$ cat src/sv/signed_row_collapse_stream_defines.svh
// ----------------------------------------------------------------------------
// signed_row_collapse_stream_defines
// assertion macros shared by the signed row collapse stream rtl
// ----------------------------------------------------------------------------
`ifndef SIGNED_ROW_COLLAPSE_STREAM_DEFINES_SVH
`define SIGNED_ROW_COLLAPSE_STREAM_DEFINES_SVH
`ifndef ASSERT_OFF
// same-cycle implication
`define SRCS_ASSERT_NOW(label, clk, rst_n, ante, cons, msg) \
	label: assert property (@(posedge clk) disable iff (!rst_n) (ante) |-> (cons)) \
		else $error(msg);
// next-cycle implication
`define SRCS_ASSERT_NEXT(label, clk, rst_n, ante, cons, msg) \
	label: assert property (@(posedge clk) disable iff (!rst_n) (ante) |=> (cons)) \
		else $error(msg);
`else
`define SRCS_ASSERT_NOW(label, clk, rst_n, ante, cons, msg)
`define SRCS_ASSERT_NEXT(label, clk, rst_n, ante, cons, msg)
`endif
`endif

$ cat src/sv/srcs_pkg.sv
`timescale 1ns / 1ps
// ----------------------------------------------------------------------------
// srcs_pkg
// types, constants and sequencer states of the signed row collapse stream
// ----------------------------------------------------------------------------
package srcs_pkg;

	localparam int KEY_W               = 64;
	localparam int REF_W               = 32;
	localparam int QUEUE_DEPTH_DEFAULT = 64;

	typedef struct packed {
		logic             end_of_stream;
		logic [KEY_W-1:0] row_key;
		logic             row_negative;
		logic [REF_W-1:0] row_ref;
	} srcs_in_word_t;

	typedef struct packed {
		logic [REF_W-1:0] out_ref;
		logic [KEY_W-1:0] out_key;
		logic             out_negative;
		logic             run_end;
	} srcs_out_word_t;

	typedef enum logic [1:0] {
		ST_IDLE,
		ST_DECIDE,
		ST_READ,
		ST_EMIT
	} srcs_state_t;

	typedef struct packed {
		logic idle;
		logic emit;
		logic empty;
	} srcs_status_t;

endpackage

$ cat src/sv/srcs_ring.sv
`timescale 1ns / 1ps
// ----------------------------------------------------------------------------
// srcs_ring
// reference ring storage, one write and one registered read per cycle
// ----------------------------------------------------------------------------
module srcs_ring #(
	parameter int QUEUE_DEPTH = srcs_pkg::QUEUE_DEPTH_DEFAULT
) (
	input  logic                             clk,
	input  logic                             wr_en,
	input  logic [$clog2(QUEUE_DEPTH)-1:0]   wr_addr,
	input  logic [srcs_pkg::REF_W-1:0]       wr_data,
	input  logic                             rd_en,
	input  logic [$clog2(QUEUE_DEPTH)-1:0]   rd_addr,
	output logic [srcs_pkg::REF_W-1:0]       rd_data
);

	logic [srcs_pkg::REF_W-1:0] mem_q [QUEUE_DEPTH];
	logic [srcs_pkg::REF_W-1:0] rd_data_q;

	always_ff @(posedge clk) begin
		if (wr_en) begin
			mem_q[wr_addr] <= wr_data;
		end
	end

	always_ff @(posedge clk) begin
		if (rd_en) begin
			rd_data_q <= mem_q[rd_addr];
		end
	end

	assign rd_data = rd_data_q;

endmodule

$ cat src/sv/srcs_ctrl.sv
`timescale 1ns / 1ps
// ----------------------------------------------------------------------------
// srcs_ctrl
// sequencer: key compare, push / cancel decision and queue drain
// ----------------------------------------------------------------------------
module srcs_ctrl #(
	parameter int QUEUE_DEPTH = srcs_pkg::QUEUE_DEPTH_DEFAULT
) (
	input  logic                             clk,
	input  logic                             arst_n,
	input  logic                             item_take,
	input  srcs_pkg::srcs_in_word_t          item,
	input  logic                             emit_ok,
	output srcs_pkg::srcs_out_word_t         emit_word,
	output srcs_pkg::srcs_status_t           status,
	output logic                             ring_wr_en,
	output logic [$clog2(QUEUE_DEPTH)-1:0]   ring_wr_addr,
	output logic [srcs_pkg::REF_W-1:0]       ring_wr_data,
	output logic                             ring_rd_en,
	output logic [$clog2(QUEUE_DEPTH)-1:0]   ring_rd_addr,
	input  logic [srcs_pkg::REF_W-1:0]       ring_rd_data
);

	localparam int IDX_W = $clog2(QUEUE_DEPTH);
	localparam int CNT_W = $clog2(QUEUE_DEPTH + 1);
	localparam int SUM_W = CNT_W + 1;

	srcs_pkg::srcs_state_t   state_q, state_d;
	srcs_pkg::srcs_in_word_t item_q;
	logic [srcs_pkg::KEY_W-1:0] key_q;
	logic                       neg_q;
	logic [IDX_W-1:0]           head_q;
	logic [CNT_W-1:0]           count_q;
	logic                       drain_all_q;

	logic             empty, full, key_diff;
	logic [SUM_W-1:0] tail_sum;
	logic [IDX_W-1:0] tail_idx, head_inc;

	// control strobes
	logic do_clear, do_push, do_cancel, do_set_key, do_emit, do_latch;
	logic set_drain, drain_val;

	assign empty    = (count_q == '0);
	assign full     = (count_q == CNT_W'(QUEUE_DEPTH));
	assign key_diff = (item_q.row_key != key_q);

	// tail = (head + count) mod depth, sum stays below twice the depth
	assign tail_sum = SUM_W'(head_q) + SUM_W'(count_q);
	assign tail_idx = (tail_sum >= SUM_W'(QUEUE_DEPTH)) ?
		IDX_W'(tail_sum - SUM_W'(QUEUE_DEPTH)) : IDX_W'(tail_sum);
	assign head_inc = (head_q == IDX_W'(QUEUE_DEPTH - 1)) ? '0 : head_q + IDX_W'(1);

	// next state
	always_comb begin
		state_d = state_q;
		unique case (state_q)
			srcs_pkg::ST_IDLE: begin
				if (item_take) begin
					state_d = srcs_pkg::ST_DECIDE;
				end
			end
			srcs_pkg::ST_DECIDE: begin
				if (item_q.end_of_stream) begin
					state_d = empty ? srcs_pkg::ST_IDLE : srcs_pkg::ST_READ;
				end else if (!empty && (key_diff || full)) begin
					state_d = srcs_pkg::ST_READ;
				end else begin
					state_d = srcs_pkg::ST_IDLE;
				end
			end
			srcs_pkg::ST_READ: begin
				state_d = srcs_pkg::ST_EMIT;
			end
			srcs_pkg::ST_EMIT: begin
				if (emit_ok) begin
					state_d = (drain_all_q && count_q != CNT_W'(1)) ?
						srcs_pkg::ST_READ : srcs_pkg::ST_DECIDE;
				end
			end
			default: state_d = srcs_pkg::ST_IDLE;
		endcase
	end

	// outputs
	always_comb begin
		do_clear   = 1'b0;
		do_push    = 1'b0;
		do_cancel  = 1'b0;
		do_set_key = 1'b0;
		do_emit    = 1'b0;
		do_latch   = 1'b0;
		set_drain  = 1'b0;
		drain_val  = 1'b0;
		ring_rd_en = 1'b0;
		unique case (state_q)
			srcs_pkg::ST_IDLE: begin
				do_latch = item_take;
			end
			srcs_pkg::ST_DECIDE: begin
				if (item_q.end_of_stream) begin
					if (empty) begin
						do_clear = 1'b1;
					end else begin
						set_drain = 1'b1;
						drain_val = 1'b1;
					end
				end else if (!empty && key_diff) begin
					set_drain = 1'b1;
					drain_val = 1'b1;
				end else if (!empty && full) begin
					set_drain = 1'b1;
				end else if (empty) begin
					do_set_key = 1'b1;
					do_push    = 1'b1;
				end else if (item_q.row_negative == neg_q) begin
					do_push = 1'b1;
				end else begin
					do_cancel = 1'b1;
				end
			end
			srcs_pkg::ST_READ: begin
				ring_rd_en = 1'b1;
			end
			srcs_pkg::ST_EMIT: begin
				do_emit = emit_ok;
			end
			default: ;
		endcase
	end

	always_ff @(posedge clk or negedge arst_n) begin
		if (!arst_n) begin
			state_q     <= srcs_pkg::ST_IDLE;
			key_q       <= '0;
			neg_q       <= 1'b0;
			head_q      <= '0;
			count_q     <= '0;
			drain_all_q <= 1'b0;
		end else begin
			state_q <= state_d;
			if (set_drain) begin
				drain_all_q <= drain_val;
			end
			if (do_set_key) begin
				key_q <= item_q.row_key;
				neg_q <= item_q.row_negative;
			end
			if (do_clear) begin
				key_q   <= '0;
				neg_q   <= 1'b0;
				head_q  <= '0;
				count_q <= '0;
			end else if (do_push) begin
				count_q <= count_q + CNT_W'(1);
			end else if (do_cancel) begin
				count_q <= count_q - CNT_W'(1);
			end else if (do_emit) begin
				head_q  <= head_inc;
				count_q <= count_q - CNT_W'(1);
			end
		end
	end

	always_ff @(posedge clk) begin
		if (do_latch) begin
			item_q <= item;
		end
	end

	assign ring_wr_en   = do_push;
	assign ring_wr_addr = tail_idx;
	assign ring_wr_data = item_q.row_ref;
	assign ring_rd_addr = head_q;

	assign emit_word.out_ref      = ring_rd_data;
	assign emit_word.out_key      = key_q;
	assign emit_word.out_negative = neg_q;
	// a single overflow word, or the last word of a full drain
	assign emit_word.run_end      = !drain_all_q || (count_q == CNT_W'(1));

	assign status.idle  = (state_q == srcs_pkg::ST_IDLE);
	assign status.emit  = (state_q == srcs_pkg::ST_EMIT);
	assign status.empty = empty;

endmodule

$ cat src/sv/signed_row_collapse_stream.sv
`timescale 1ns / 1ps
// ----------------------------------------------------------------------------
// signed_row_collapse_stream
// collapses key-sorted signed rows through a ring queue of references
//
// channel   handshake                     word
// item      item_valid / item_stall       srcs_in_word_t
// result    result_valid / result_stall   srcs_out_word_t
//
// a row that emits nothing passes only through accept, then decide
// each emitted word adds a ring read, then an output register load
// one item is handled at a time; item_stall is high until its words are queued
// result_stall holds the output register and freezes the drain in place
// no clearing pass after reset: the ring is only read where it was written
// ----------------------------------------------------------------------------
`include "signed_row_collapse_stream_defines.svh"

module signed_row_collapse_stream #(
	parameter int QUEUE_DEPTH = srcs_pkg::QUEUE_DEPTH_DEFAULT
) (
	input  logic                     clk,
	input  logic                     arst_n,
	input  logic                     item_valid,
	output logic                     item_stall,
	input  srcs_pkg::srcs_in_word_t  item,
	output logic                     result_valid,
	input  logic                     result_stall,
	output srcs_pkg::srcs_out_word_t result
);

	localparam int IDX_W = $clog2(QUEUE_DEPTH);

	srcs_pkg::srcs_status_t   status;
	srcs_pkg::srcs_out_word_t emit_word;
	srcs_pkg::srcs_out_word_t result_q;
	logic                     result_valid_q;
	logic                     item_take, emit_ok, load;

	logic                       ring_wr_en, ring_rd_en;
	logic [IDX_W-1:0]           ring_wr_addr, ring_rd_addr;
	logic [srcs_pkg::REF_W-1:0] ring_wr_data, ring_rd_data;

	assign item_stall = !status.idle;
	assign item_take  = item_valid && !item_stall;
	assign emit_ok    = !result_valid_q || !result_stall;
	assign load       = status.emit && emit_ok;

	srcs_ctrl #(
		.QUEUE_DEPTH(QUEUE_DEPTH)
	) u_ctrl (
		.clk         (clk),
		.arst_n      (arst_n),
		.item_take   (item_take),
		.item        (item),
		.emit_ok     (emit_ok),
		.emit_word   (emit_word),
		.status      (status),
		.ring_wr_en  (ring_wr_en),
		.ring_wr_addr(ring_wr_addr),
		.ring_wr_data(ring_wr_data),
		.ring_rd_en  (ring_rd_en),
		.ring_rd_addr(ring_rd_addr),
		.ring_rd_data(ring_rd_data)
	);

	srcs_ring #(
		.QUEUE_DEPTH(QUEUE_DEPTH)
	) u_ring (
		.clk    (clk),
		.wr_en  (ring_wr_en),
		.wr_addr(ring_wr_addr),
		.wr_data(ring_wr_data),
		.rd_en  (ring_rd_en),
		.rd_addr(ring_rd_addr),
		.rd_data(ring_rd_data)
	);

	// output register
	always_ff @(posedge clk or negedge arst_n) begin
		if (!arst_n) begin
			result_valid_q <= 1'b0;
		end else if (load) begin
			result_valid_q <= 1'b1;
		end else if (!result_stall) begin
			result_valid_q <= 1'b0;
		end
	end

	always_ff @(posedge clk) begin
		if (load) begin
			result_q <= emit_word;
		end
	end

	assign result_valid = result_valid_q;
	assign result       = result_q;

	`SRCS_ASSERT_NOW(a_load_free, clk, arst_n, load, emit_ok, "load over a held word")
	`SRCS_ASSERT_NOW(a_emit_nonempty, clk, arst_n, status.emit, !status.empty, "empty at emit")
	`SRCS_ASSERT_NEXT(a_take_busy, clk, arst_n, item_take, !status.idle, "idle after take")

endmodule

$ cat config.mk
export PLATFORM = sky130hd
export DESIGN_NAME = signed_row_collapse_stream
export DESIGN_NICKNAME = d
export VERILOG_FILES = /design/src/sv/srcs_pkg.sv /design/src/sv/srcs_ring.sv /design/src/sv/srcs_ctrl.sv /design/src/sv/signed_row_collapse_stream.sv
export VERILOG_INCLUDE_DIRS = /design/src /design/src/sv
export SDC_FILE = /design/constraint.sdc
export NUM_CORES = 2
export LEC_CHECK = 0
export BUFFER_PORTS_ARGS = -buffer_cell sky130_fd_sc_hd__buf_2
export CAP_MARGIN = 20
export CORE_MARGIN = 5
export CORE_UTILIZATION = 25
export DETAILED_ROUTE_END_ITERATION = 8
export GPL_TIMING_DRIVEN = 1
export HOLD_SLACK_MARGIN = 0.12
export PLACE_DENSITY_LB_ADDON = 0.12
export SYNTH_ARGS = -nofsm -noshare
export SYNTH_HDL_FRONTEND = slang
export SYNTH_SLANG_ARGS = --single-unit
$ cat constraint.sdc
create_clock -name clk -period 6.4 [get_ports clk]
set_clock_uncertainty 0.05 [all_clocks]
set_input_delay 0.64 -clock clk [delete_from_list [all_inputs] [get_ports clk]]
set_output_delay 0.64 -clock clk [all_outputs]
set_load 0.03 [all_outputs]
==> metrics.md <==
| Metric | Value |
|---|---|
| Status | `finished, final reports clean` |
| Row count | `219` |
| Leak | `0.0330 uW` |
| # resized after CTS | `0` |
| Cell Area, Synth | `approximately 89,000 um^2` |
| Die Ht | `607 um` |
| CTS buffer count | `285` |
| CP required | `~6.9 ns` |
| Period utilisation layout | `82.6%` |
| R2r setup slk | `~1.1 ns` |
| Most common cell on crit path | `nand4_1` |
| Largest net degree at the start of global routing | `95` |
| Worst setup path class | `flip-flop to flip-flop` |
| First-pass GRT wire length | `between 300,000 and 400,000 um` |
| GR Overflow Total | `0` |
| Max-slew violation count | `0` |
| Peak supply drop | `0.282 mV` |
| Clock root cell | `clkbuf_16` |
| Vias in the first global route | `42.9k` |
| Overall Global Routing Usage | `15.1%` |
| Top cells by area, synth | `edfxtp_1 77%, mux4_2 17%, dfrtp_1 2.3%` |
| IO buf count | `201` |
| R2R cell count | `10` |
| Dominant cell by count in the synthesized netlist | `edfxtp_1` |
| Drt initial violations | `3,461` |
| Syn nets | `around 3.8k` |
| Upper clock frequency limit | `0.189 GHz` |
| Crit-path slowest cell | `nor2_4` |
| Nets@finish | `between 4k and 5k` |
| Clk sinks | `~2.4k` |
| Commonest cells post-synth | `2,276 x edfxtp_1, 672 x mux4_2, 163 x nand2_1` |
| Crit path DAT | `5.79 ns` |
| CP max FO | `19` |
| Max Cap Violations | `0` |
| TritonRoute pass-1 iters | `5` |
| #FFs+latches synth | `2,358` |
| GPL Wtd Cong | `0.747` |
| Async SR Flop Fraction | `3.48%` |
| CP Cell Sequence | `xnor2_1 -> nand4_1 -> nor4_1 -> nand4_1 -> buf_4 -> o21a_1 -> nor3_1 -> nand2_1 -> nor2_4 -> buf_12` |
| Tmin final | `5.29 ns` |
| Fin. Hold Viols | `0` |
| Core area | `355,000 um^2` |
| CP Capture Type | `flip-flop` |
| # fillers | `34.2k` |
| Largest area contributor in the netlist | `edfxtp_1` |
| Synth unique cells | `40` |
| Die ar. | `between 300,000 and 400,000 um^2` |
| Register area share after synthesis | `79.1%` |
| Initial antenna violation count | `29` |
| Share of layout cells above drive strength 1 | `33.2%` |
| # setup viols final | `0` |
| Post-DR vias/cell | `4.44` |
| Drt wl/cell | `30.6 um` |
| PwrDens | `between 400 and 500 nW/um^2` |
| Clk_lat worst skew | `0.88 ns` |
| Hold Path Class | `primary input to async pin` |
| H-tree levels | `5` |
| Post-synth EDFFs | `2,276` |
| Final instance area | `about 110,000 um^2` |
| CTS tree | `yes` |
| DR DRC count | `0` |
| Synthesis-to-layout area growth | `20.4%` |
| Hold WS | `0.266 ns` |
| Synth top area share | `between 70 and 80%` |
| Hold Buf Count CTS | `101` |
| Antenna-violating nets left | `0` |
| Vias | `around 41k` |
| Dpl hpwl | `172,000 um` |
| Clock tree buffer depth | `4` |
| Syn Inst Count | `roughly 3.7k` |
| Fin Setup TNS | `0 ns` |
| YS warnings | `0` |
| Die width | `607 um` |
| Worst Max-Slew Pin Slew | `1.12 ns` |
| DP Area | `97,200 um^2` |
| Starting density of the core | `25.1%` |
| Worst rel slew slack | `25.2%` |
| Unrepaired setup endpoints after global routing | `no` |
| IO Count | `~200` |
| Post-Route WL | `284,000 um` |
| Syn Area/Cell | `24.0 um^2` |
| Clock slew at the register clock pins of the worst setup and hold paths | `0.06 ns` |
| Critical Path Max Stage Delay | `approximately 0.89 ns` |
| Main synth FF type | `edfxtp_1` |
| Post-CTS Setup Bufs | `0` |
| Critical Path Source Type | `flip-flop` |
area by class of cell:
cell class                      instances  area, um^2  area share (%)
Tap cell                             4751        5940            5.54
Clock inverter                        144        1370            1.28
Sequential cell                      2358       70400            65.7
Timing Repair Buffer                  462        3460            3.23
Clock buffer                          369        7650            7.13
Multi-Input combinational cell       1168       18300            17.1
Antenna cell                           14        35.0          0.0327
Inverter                               10        43.8          0.0408
metal layers:
layer  GRT usage (%)  part of all wire [%]  vias to the layer above
met3            2.27                   4.2                      307
met1            20.6                    44                    22900
met5               0                0.0095                        -
met2            25.8                    50                      954
met4            3.17                   1.9                        4
li1                -                     -                    17000
worst paths after layout:
path                                         startpoint                        endpoint
setup / recovery           u_ctrl.key_q[49]$_DFFE_PN0P_  u_ring.mem_q[54][30]$_DFFE_PP_
hold / removal                                   arst_n    u_ctrl.key_q[36]$_DFFE_PN0P_
setup reg to reg           u_ctrl.key_q[49]$_DFFE_PN0P_  u_ring.mem_q[54][30]$_DFFE_PP_
hold reg to reg             u_ring.rd_data[2]$_DFFE_PP_            result[68]$_DFFE_PP_
max in group asynchronous                        arst_n    u_ctrl.key_q[11]$_DFFE_PN0P_
min in group clk            u_ring.rd_data[2]$_DFFE_PP_            result[68]$_DFFE_PP_
worst max-delay path, delay by kind of cell (launching register included):
kind                      cells  cell delay (ns)
and+or+nand+nor               6             3.50
buffers and inverters         2             0.52
DFF                           1             0.41
AOI/OAI and AO/OA             1             0.21
xor gates and xnor gates      1             0.20
registers in the layout, indices dropped and copies added, names as in the netlist:
register	cells
u_ctrl.count_q	7
result	98
u_ring.mem_q	2048
u_ctrl.ring_rd_addr	6
u_ctrl.neg_q	1
result_valid	1
u_ctrl.key_q	64
u_ctrl.ring_wr_data	32
u_ctrl.drain_all_q	1
u_ctrl.state_q	2
u_ctrl.item_q	66
u_ring.rd_data	32
stage by stage:
| stage | std cells | setup slack [ns] | util (%) | total power [uW] |
|---|---|---|---|---|
| floorplan | 3716 | 0.859 | - | 25700 |
| global placement | 8648 | 0.672 | 27.3 | 31100 |
| detailed placement | 8648 | 0.848 | 27.3 | 31000 |
| CTS | 9262 | 0.812 | 30.2 | 47000 |
| global route | 9272 | 0.769 | 30.2 | 47800 |
| finish | 9276 | 1.11 | 30.2 | 45800 |
power by group:
group          leakage (uW)  internal, uW  switching [uW]
clock network       0.00437          9230            6490
logic               0.00699          4740            7030
registers            0.0216         17700             592
logic make-up (layout without fill, tap and decap cells):
kind of cell             after synthesis  count (layout)  synth area share, %
AND/OR/NAND/NOR                      301             301                 1.43
buffers and inverters                190             985                0.936
XOR/XNOR                              71              71                0.698
multiplexers                         676             676                 17.0
AO/OA/AOI/OAI                        110             110                0.676
adder cells (fa/ha/maj)               10              10                0.149
other                                  0              14                    0
flip-flops                          2358            2358                 79.1
placed cells by master (no fill, tap or decap), drive strengths merged, types with 10 or more instances in the layout:
master          n
buf           361
dlygate4sd3   101
edfxtp       2276
nand2         163
dfrtp          82
o21ai          77
xnor2          69
a21oi          14
inv            17
clkinv        108
clkbuf        369
nor2           76
bufinv         19
clkinvlp       10
nand4          19
mux4          672
diode          14
Note: power is estimated with default switching activity, not from simulation.
